## config.mk

```make
export PLATFORM = sky130hd
export DESIGN_NAME = rotary_encoder_counter_notify_unit
export DESIGN_NICKNAME = d
export VERILOG_FILES = /design/src/reco_pkg.sv /design/src/rotary_encoder_counter_notify_unit.sv /design/src/reco_engine.sv
export VERILOG_INCLUDE_DIRS = /design/src /design/src/src
export SDC_FILE = /design/constraint.sdc
export NUM_CORES = 1
export LEC_CHECK = 0
export BUFFER_PORTS_ARGS = -buffer_cell sky130_fd_sc_hd__buf_2
export CORE_UTILIZATION = 44
export DETAILED_ROUTE_END_ITERATION = 7
export GPL_ROUTABILITY_DRIVEN = 0
export MAX_ROUTING_LAYER = met4
export PLACE_DENSITY_LB_ADDON = 0.3
export RECOVER_POWER = 50
export SLEW_MARGIN = 25
export SYNTH_ARGS = -nofsm -noshare
export SYNTH_HDL_FRONTEND = slang
export SYNTH_SLANG_ARGS = --single-unit
```

## constraint.sdc

```tcl
create_clock -name clk -period 16 [get_ports clk]
set_clock_uncertainty 0.1 [all_clocks]
set_input_delay 1.6 -clock clk [delete_from_list [all_inputs] [get_ports clk]]
set_output_delay 1.6 -clock clk [all_outputs]
set_load 0.02 [all_outputs]
```

## src/assert_macros.svh

```systemverilog
// assertion helpers shared by the rtl files
`ifndef ASSERT_MACROS_SVH
`define ASSERT_MACROS_SVH

// same-cycle implication, disabled while in reset
`define ASSERT_IMPLIES(label, clk, rst_n, ante, cons) \
	label: assert property (@(posedge clk) disable iff (!(rst_n)) (ante) |-> (cons)) \
		else $error("assertion failed");

// next-cycle implication, disabled while in reset
`define ASSERT_NEXT(label, clk, rst_n, ante, cons) \
	label: assert property (@(posedge clk) disable iff (!(rst_n)) (ante) |=> (cons)) \
		else $error("assertion failed");

`endif

```

## src/reco_pkg.sv

```systemverilog
// ----------------------------------------------------------------------------
// reco_pkg
// Shared constants, codes and types of the rotary encoder counter.
// ----------------------------------------------------------------------------
package reco_pkg;

	localparam int MAG_BITS_DEF      = 24;
	localparam int INTERVAL_BITS_DEF = 16;
	localparam int SIG_W             = 5;
	localparam int CFG_IDX_W         = 3;

	// input commands
	localparam logic [1:0] CMD_US_TICK = 2'd0;
	localparam logic [1:0] CMD_MS_TICK = 2'd1;
	localparam logic [1:0] CMD_READ    = 2'd2;
	localparam logic [1:0] CMD_WRITE   = 2'd3;

	// result kinds
	localparam logic [1:0] KIND_READ   = 2'd0;
	localparam logic [1:0] KIND_ACK    = 2'd1;
	localparam logic [1:0] KIND_NOTIFY = 2'd2;

	// configuration register indexes
	localparam logic [CFG_IDX_W-1:0] REG_SAMPLE_INTERVAL = 3'd0;
	localparam logic [CFG_IDX_W-1:0] REG_RANGE_LOWER     = 3'd1;
	localparam logic [CFG_IDX_W-1:0] REG_RANGE_UPPER     = 3'd2;
	localparam logic [CFG_IDX_W-1:0] REG_NOTIFY_ENABLE   = 3'd3;
	localparam logic [CFG_IDX_W-1:0] REG_NOTIFY_INTERVAL = 3'd4;
	localparam logic [CFG_IDX_W-1:0] REG_SIG_BITS        = 3'd5;

	typedef struct packed {
		logic       valid;
		logic [1:0] kind;
		logic       sign;
	} res_ctrl_t;

endpackage

```

## src/rotary_encoder_counter_notify_unit.sv

```systemverilog
// ----------------------------------------------------------------------------
// rotary_encoder_counter_notify_unit
// Rotary encoder position counter with read, write and change notification.
// ----------------------------------------------------------------------------
// Takes one command transaction per clock while in_stall is low: a
// transaction is captured in an input register, then the counter state is
// updated in a single pass through the engine, and a read reply, write
// acknowledge or notification is loaded into the output register on the
// same clock edge as that state update. Ticks that
// produce no result still pass through and never wait on the output side;
// the input stalls only while a held transaction needs the output register
// and a result there is stalled. Configuration writes take effect on the
// following clock and belong in idle periods.
`include "assert_macros.svh"

module rotary_encoder_counter_notify_unit #(
	parameter int MAG_BITS      = reco_pkg::MAG_BITS_DEF,
	parameter int INTERVAL_BITS = reco_pkg::INTERVAL_BITS_DEF,
	localparam int CFG_W = (MAG_BITS + 1 > INTERVAL_BITS) ? MAG_BITS + 1 : INTERVAL_BITS
) (
	input  logic                           clk,
	input  logic                           arst_n,
	input  logic                           cfg_we,
	input  logic [reco_pkg::CFG_IDX_W-1:0] cfg_index,
	input  logic [CFG_W-1:0]               cfg_data,
	input  logic                           in_valid,
	output logic                           in_stall,
	input  logic [1:0]                     cmd,
	input  logic                           pin_a,
	input  logic                           pin_b,
	input  logic                           write_sign,
	input  logic [MAG_BITS-1:0]            write_magnitude,
	output logic                           out_valid,
	input  logic                           out_stall,
	output logic [1:0]                     kind,
	output logic                           sign,
	output logic [MAG_BITS-1:0]            magnitude
);

	localparam logic [MAG_BITS:0] MAG_MAX_S = {1'b0, {MAG_BITS{1'b1}}};

	logic [INTERVAL_BITS-1:0]   sample_interval_q;
	logic signed [MAG_BITS:0]   range_lower_q;
	logic signed [MAG_BITS:0]   range_upper_q;
	logic                       notify_enable_q;
	logic [INTERVAL_BITS-1:0]   notify_interval_q;
	logic [reco_pkg::SIG_W-1:0] sig_bits_q;

	logic                       valid_s1;
	logic [1:0]                 cmd_s1;
	logic                       pin_a_s1, pin_b_s1, write_sign_s1;
	logic [MAG_BITS-1:0]        write_magnitude_s1;

	logic                       out_valid_q;
	logic [1:0]                 kind_q;
	logic                       sign_q;
	logic [MAG_BITS-1:0]        magnitude_q;

	logic                       go;
	reco_pkg::res_ctrl_t        res;
	logic [MAG_BITS-1:0]        res_mag;

	// configuration registers
	always_ff @(posedge clk or negedge arst_n) begin
		if (!arst_n) begin
			sample_interval_q <= '0;
			range_lower_q     <= -MAG_MAX_S;
			range_upper_q     <= MAG_MAX_S;
			notify_enable_q   <= 1'b0;
			notify_interval_q <= '0;
			sig_bits_q        <= '0;
		end else if (cfg_we) begin
			unique case (cfg_index)
				reco_pkg::REG_SAMPLE_INTERVAL: sample_interval_q <= cfg_data[INTERVAL_BITS-1:0];
				reco_pkg::REG_RANGE_LOWER:     range_lower_q     <= cfg_data[MAG_BITS:0];
				reco_pkg::REG_RANGE_UPPER:     range_upper_q     <= cfg_data[MAG_BITS:0];
				reco_pkg::REG_NOTIFY_ENABLE:   notify_enable_q   <= cfg_data[0];
				reco_pkg::REG_NOTIFY_INTERVAL: notify_interval_q <= cfg_data[INTERVAL_BITS-1:0];
				reco_pkg::REG_SIG_BITS:        sig_bits_q        <= cfg_data[reco_pkg::SIG_W-1:0];
				default: begin
				end
			endcase
		end
	end

	// held transaction moves on unless it has a result and the output register is stuck
	assign go       = valid_s1 && !(res.valid && out_valid_q && out_stall);
	assign in_stall = valid_s1 && !go;

	always_ff @(posedge clk or negedge arst_n) begin
		if (!arst_n) begin
			valid_s1 <= 1'b0;
		end else if (!in_stall) begin
			valid_s1 <= in_valid;
		end
	end

	always_ff @(posedge clk) begin
		if (!in_stall && in_valid) begin
			cmd_s1             <= cmd;
			pin_a_s1           <= pin_a;
			pin_b_s1           <= pin_b;
			write_sign_s1      <= write_sign;
			write_magnitude_s1 <= write_magnitude;
		end
	end

	reco_engine #(
		.MAG_BITS      (MAG_BITS),
		.INTERVAL_BITS (INTERVAL_BITS)
	) u_engine (
		.clk                (clk),
		.arst_n             (arst_n),
		.go                 (go),
		.cmd                (cmd_s1),
		.pin_a              (pin_a_s1),
		.pin_b              (pin_b_s1),
		.write_sign         (write_sign_s1),
		.write_magnitude    (write_magnitude_s1),
		.sample_interval_us (sample_interval_q),
		.range_lower        (range_lower_q),
		.range_upper        (range_upper_q),
		.notify_enable      (notify_enable_q),
		.notify_interval_ms (notify_interval_q),
		.significant_bits   (sig_bits_q),
		.res                (res),
		.res_mag            (res_mag)
	);

	always_ff @(posedge clk or negedge arst_n) begin
		if (!arst_n) begin
			out_valid_q <= 1'b0;
		end else if (go && res.valid) begin
			out_valid_q <= 1'b1;
		end else if (!out_stall) begin
			out_valid_q <= 1'b0;
		end
	end

	always_ff @(posedge clk) begin
		if (go && res.valid) begin
			kind_q      <= res.kind;
			sign_q      <= res.sign;
			magnitude_q <= res_mag;
		end
	end

	assign out_valid = out_valid_q;
	assign kind      = kind_q;
	assign sign      = sign_q;
	assign magnitude = magnitude_q;

	`ASSERT_IMPLIES(a_no_overwrite, clk, arst_n, go && res.valid,
		!(out_valid_q && out_stall))

endmodule

```

## src/reco_engine.sv

```systemverilog
// ----------------------------------------------------------------------------
// reco_engine
// Counter state and the single-pass update for one command transaction.
// ----------------------------------------------------------------------------
`include "assert_macros.svh"

module reco_engine #(
	parameter int MAG_BITS      = reco_pkg::MAG_BITS_DEF,
	parameter int INTERVAL_BITS = reco_pkg::INTERVAL_BITS_DEF
) (
	input  logic                         clk,
	input  logic                         arst_n,
	input  logic                         go,
	input  logic [1:0]                   cmd,
	input  logic                         pin_a,
	input  logic                         pin_b,
	input  logic                         write_sign,
	input  logic [MAG_BITS-1:0]          write_magnitude,
	input  logic [INTERVAL_BITS-1:0]     sample_interval_us,
	input  logic signed [MAG_BITS:0]     range_lower,
	input  logic signed [MAG_BITS:0]     range_upper,
	input  logic                         notify_enable,
	input  logic [INTERVAL_BITS-1:0]     notify_interval_ms,
	input  logic [reco_pkg::SIG_W-1:0]   significant_bits,
	output reco_pkg::res_ctrl_t          res,
	output logic [MAG_BITS-1:0]          res_mag
);

	localparam logic [INTERVAL_BITS:0] ELAPSED_CAP = {1'b1, {INTERVAL_BITS{1'b0}}};
	localparam logic [MAG_BITS-1:0]    MAG_ALL     = {MAG_BITS{1'b1}};
	localparam logic [5:0]             MAG_BITS_L  = 6'(MAG_BITS);

	logic                       prev_a_q, prev_b_q;
	logic signed [MAG_BITS:0]   position_q;
	logic                       last_sign_q;
	logic [MAG_BITS-1:0]        last_mag_q;
	logic [INTERVAL_BITS:0]     us_q, ms_q;

	logic [INTERVAL_BITS:0]     us_next, ms_next;
	logic                       sample, falling;
	logic signed [MAG_BITS+1:0] step, turned, clamped;
	logic [MAG_BITS:0]          abs_pos;
	logic                       now_sign;
	logic [MAG_BITS-1:0]        now_mag;
	logic [5:0]                 sig_n;
	logic [MAG_BITS-1:0]        mask;
	logic                       changed, notify;

	assign us_next = us_q[INTERVAL_BITS] ? us_q : us_q + 1'b1;
	assign ms_next = ms_q[INTERVAL_BITS] ? ms_q : ms_q + 1'b1;
	assign sample  = us_next > {1'b0, sample_interval_us};
	assign falling = prev_a_q & ~pin_a;

	// one step down when B was high, up when low, then clamp
	assign step   = prev_b_q ? '1 : (MAG_BITS+2)'(1);
	assign turned = {position_q[MAG_BITS], position_q} + step;

	always_comb begin
		if (turned < $signed({range_lower[MAG_BITS], range_lower})) begin
			clamped = $signed({range_lower[MAG_BITS], range_lower});
		end else if (turned > $signed({range_upper[MAG_BITS], range_upper})) begin
			clamped = $signed({range_upper[MAG_BITS], range_upper});
		end else begin
			clamped = turned;
		end
	end

	// sign-magnitude view of the count, magnitude saturated
	assign now_sign = position_q[MAG_BITS];
	assign abs_pos  = now_sign ? (MAG_BITS+1)'(-position_q) : position_q;
	assign now_mag  = abs_pos[MAG_BITS] ? MAG_ALL : abs_pos[MAG_BITS-1:0];

	assign sig_n   = ({1'b0, significant_bits} > MAG_BITS_L) ? MAG_BITS_L
		: {1'b0, significant_bits};
	assign mask    = ~(MAG_ALL >> sig_n);
	assign changed = (mask == '0) || (now_sign != last_sign_q)
		|| ((now_mag & mask) != (last_mag_q & mask));
	assign notify  = notify_enable && (ms_next > {1'b0, notify_interval_ms}) && changed;

	always_comb begin
		res.valid = 1'b0;
		res.kind  = reco_pkg::KIND_READ;
		res.sign  = now_sign;
		res_mag   = now_mag;
		unique case (cmd)
			reco_pkg::CMD_US_TICK: begin
				res.valid = 1'b0;
			end
			reco_pkg::CMD_MS_TICK: begin
				res.valid = notify;
				res.kind  = reco_pkg::KIND_NOTIFY;
			end
			reco_pkg::CMD_READ: begin
				res.valid = 1'b1;
				res.kind  = reco_pkg::KIND_READ;
			end
			reco_pkg::CMD_WRITE: begin
				res.valid = 1'b1;
				res.kind  = reco_pkg::KIND_ACK;
				res.sign  = write_sign;
				res_mag   = write_magnitude;
			end
			default: begin
				res.valid = 1'b0;
			end
		endcase
	end

	always_ff @(posedge clk or negedge arst_n) begin
		if (!arst_n) begin
			prev_a_q    <= 1'b1;
			prev_b_q    <= 1'b1;
			position_q  <= '0;
			last_sign_q <= 1'b0;
			last_mag_q  <= '0;
			us_q        <= '0;
			ms_q        <= '0;
		end else if (go) begin
			unique case (cmd)
				reco_pkg::CMD_US_TICK: begin
					if (sample) begin
						us_q     <= '0;
						prev_a_q <= pin_a;
						prev_b_q <= pin_b;
						if (falling) begin
							position_q <= clamped[MAG_BITS:0];
						end
					end else begin
						us_q <= us_next;
					end
				end
				reco_pkg::CMD_MS_TICK: begin
					if (notify) begin
						ms_q        <= '0;
						last_sign_q <= now_sign;
						last_mag_q  <= now_mag;
					end else begin
						ms_q <= ms_next;
					end
				end
				reco_pkg::CMD_WRITE: begin
					position_q <= write_sign ? -$signed({1'b0, write_magnitude})
						: $signed({1'b0, write_magnitude});
				end
				default: begin
				end
			endcase
		end
	end

	`ASSERT_NEXT(a_notify_clears_ms, clk, arst_n,
		go && res.valid && (res.kind == reco_pkg::KIND_NOTIFY), ms_q == '0)
	`ASSERT_IMPLIES(a_rw_gives_result, clk, arst_n,
		go && ((cmd == reco_pkg::CMD_READ) || (cmd == reco_pkg::CMD_WRITE)), res.valid)
	`ASSERT_IMPLIES(a_elapsed_capped, clk, arst_n, 1'b1,
		(us_q <= ELAPSED_CAP) && (ms_q <= ELAPSED_CAP))

endmodule
```

==> metrics.csv <==
stage,metric,value,unit
run_status,status,finished with violations,
run_status,failed_checks,"capacitance limit, slew limit",
worst_setup_path,worst-path-buf-inv,2,
finish,diodes,0,
logic_synthesis,synthTopCellsByArea,"dfrtp_1, edfxtp_1, ha_1",
power,ir_drop,0.0000878,V
floorplan,num_rows,67,
detailed_routing,post_drt_wl_per_cell,19.1,microns
logic_synthesis,synth-edff-count,56,
finish,fillCellCount,3113,
worst_setup_path,reg2reg_depth,23,
worst_setup_path,crit_path_max_fanout,98,
detailed_routing,first_pass_iters,5,
run,cap_violations,5,
worst_setup_path,worstPathRequired,15600,ps
worst_hold_path,hp-class,reg -> reg,
logic_synthesis,synth_top_area_cell,dfrtp_1,
clocking,cts_hold_buf,0,
worst_setup_path,r2r_end,u_engine.position_q[0]$_DFFE_PN0P_,
floorplan,start_util,45.0,%
worst_setup_path,worstPathCellList,clkbuf_1 -> clkbuf_1,
timing,slew_headroom,-276,%
worst_setup_path,critPathMostFrequentCell,clkbuf_1,
worst_hold_path,whs_endpoint,u_engine.prev_a_q$_DFFE_PN1P_,
clocking,cts_root_buf,clkbuf_16,
detailed_routing,drc_errors,0,
logic_synthesis,yosysTopAreaCellShare,24.4,%
finish,multi_input_area,8370,sq um
floorplan,io_pins,91,
logic_synthesis,synth.distinct_cells,79,
placement,port_buffers,90,
logic_synthesis,synth_most_common_cell,nand2_1,
global_routing,grt_start_max_net_pins,99,
worst_setup_path,cpLargestDelayFamily,buffers and inverters,
timing,rsz0062_at_grt,no,
worst_setup_path,startpoint,arst_n,
detailed_routing,drtIter0Drc,822,
timing,hold_viol,0,
timing,worst_slew_pin_slew,5640,ps
logic_synthesis,synth_fp_nets,1762,
worst_hold_path,hold_start,pin_a_s1$_DFFE_PP_,
floorplan,fp.dieH,188,microns
worst_setup_path,critPathCaptureType,asynchronous set/reset pin,
finish,final_util,50.0,%
power,power_density,159,nW/um^2
timing,min_period_over_period,57.1,%
logic_synthesis,yosysWarnings,0,
finish,fin_cells,2116,
global_routing,grt_pass1_vias,11700,
clocking,cts_inserted_buffers,27,
placement,dp_cells,2066,
global_routing,overflow,0,
logic_synthesis,ys_ff_latch,232,
clocking,cts.path.max_buffers,3,
logic_synthesis,async_flop_share,75.9,%
worst_setup_path,r2r_slack,9110,ps
clocking,cts_setup_buffers,0,
clocking,clkTransAtPathRegs,50,ps
clocking,cts.sink_count,232,
clocking,htree_levels,1,
logic_synthesis,syn_inst,1584,
worst_setup_path,cp.arrival,8740,ps
logic_synthesis,synthTopCellsByCount,"nand2_1, o21ai_0, dfrtp_1",
worst_hold_path,hold_depth,1,
worst_setup_path,path_class,in -> async,
worst_setup_path,startpoint_type,input pin,
floorplan,die_area,35300,sq um
logic_synthesis,synth.avg_cell_area,9.59,sq um
detailed_routing,postRouteAntennaNets,0,
detailed_routing,drt_wl_total,40500,microns
worst_setup_path,reg2reg_from,u_engine.prev_b_q$_DFFE_PN1P_,
floorplan,chipWidth,188,microns
logic_synthesis,synthesis.area,15200,sq um
clocking,clk_latency,580,ps
detailed_routing,viasPerCell,5.68,
timing,drv_slew,327,
placement,hpwlAfterDp,29900,microns
global_routing,antenna_found_initial,0,
floorplan,core,33800,sq um
clocking,cts_tree,yes,
worst_setup_path,cp_slowest_cell,clkbuf_1,
clocking,ctsResizeCount,0,
worst_setup_path,slowest_delay,3870,ps
finish,area_growth,11.2,%
global_routing,grt.total_usage,23.7,%
logic_synthesis,yosysSeqAreaShare,40.3,%
timing,period_minus_slack,9130,ps
finish,seqCellArea,6120,sq um
finish,drive_gt1_share,15.6,%
finish,num-nets-final,1825,
logic_synthesis,synthFlopType,dfrtp_1,
global_routing,grt_first_pass_wirelength,64700,microns
timing,timing.fmax,0.110,GHz
timing,tns,0,ps
power,leakagePower,7.34,nW
detailed_routing,via_count,12000,
timing,final-setup-viol-count,0,
## stage by stage
stage                     total power, mW  hold slack, ps  setup slack (ps)  cell area, sq um
final                                2.69             399              6870             16900
after global routing                 2.87             411              5030             16900
after CTS                            2.69             401              8580             16900
after detailed placement             2.06             388              9240             16100
after global placement               2.03             384              9150             16100
after floorplan                      1.73             356              9850             15200
## logic make-up (layout without fill, tap and decap cells)
logic type	Yosys count	in the layout	share of synthesized area, %
DFF	232	232	40.3
buffers and inverters	183	267	4.87
AOI/OAI and AO/OA	411	411	17.1
muxes	105	105	8.31
xor gates and xnor gates	101	101	5.82
adders and majority gates	116	116	9.60
and+or+nand+nor	436	436	14.1
## layout by cell type, fill, tap and decap left out, types with 8 or more instances in the layout
cell       count
o31ai_1       21
nor2b_1       14
clkbuf_16     27
nand2b_1       9
mux2_2        45
xnor2_1       67
xor2_1        34
a31oi_1       11
a21oi_1       85
a21o_1        25
nand4_1       21
o21a_1        10
clkbuf_1      18
ha_1         115
o21ai_0      154
o2bb2ai_1     16
buf_2         86
nor3_1        36
mux2i_1       29
dfstp_2       28
nor2_1        60
dfrtp_1      148
edfxtp_1      56
nor4_1        10
o22ai_1       12
buf_4          8
inv_1        112
o211ai_1       9
nand3_1       43
and3_1        13
a211oi_1       8
nand2_1      173
or4_1         10
or3_1         10
mux2_4        31
## worst max-delay path by stage
| stage | to | cells past startpoint |
|---|---|---|
| 5_1_grt | u_engine.ms_q[4]$_DFFE_PN0P_ | 2 |
| 2_1_floorplan | kind[0]$_DFFE_PP_ | 17 |
| 6_report | u_engine.us_q[3]$_DFFE_PN0P_ | 2 |
| 4_1_cts | in_stall | 14 |
| 3_5_place_dp | in_stall | 14 |
| 3_3_place_gp | in_stall | 14 |
## sequential cells by signal, indices dropped and copies added, names as in the netlist, 2 cells and up
| register | count |
|---|---|
| kind | 2 |
| sample_interval_q | 16 |
| range_lower_q | 25 |
| cmd_s1 | 2 |
| u_engine.ms_q | 17 |
| write_magnitude_s1 | 24 |
| range_upper_q | 25 |
| u_engine.position_q | 25 |
| magnitude | 24 |
| u_engine.last_mag_q | 24 |
| notify_interval_q | 16 |
| sig_bits_q | 5 |
| u_engine.us_q | 17 |
## cell type report
type / instances / area share [%]
multi-input combinational: 1169 / 49.6
inverter: 113 / 2.51
timing repair buffer: 104 / 3.13
tap: 448 / 3.32
sequential: 232 / 36.2
clock buffer: 41 / 4.67
clock inverter: 9 / 0.585
## layer usage
| layer | global-route usage (%) | wire, microns |
|---|---|---|
| met2 | 39.0 | 19400 |
| met1 | 30.4 | 18100 |
| met3 | 2.84 | 1720 |
| met5 | - | 0 |
| met4 | 7.50 | 1240 |
## power by group
part / leakage (nW) / internal (mW) / switching (mW)
Combinational: 4.26 / 0.513 / 0.695
Sequential: 2.65 / 0.736 / 0.124
Clock: 0.423 / 0.358 / 0.260
(Power assumes the default switching activity.)
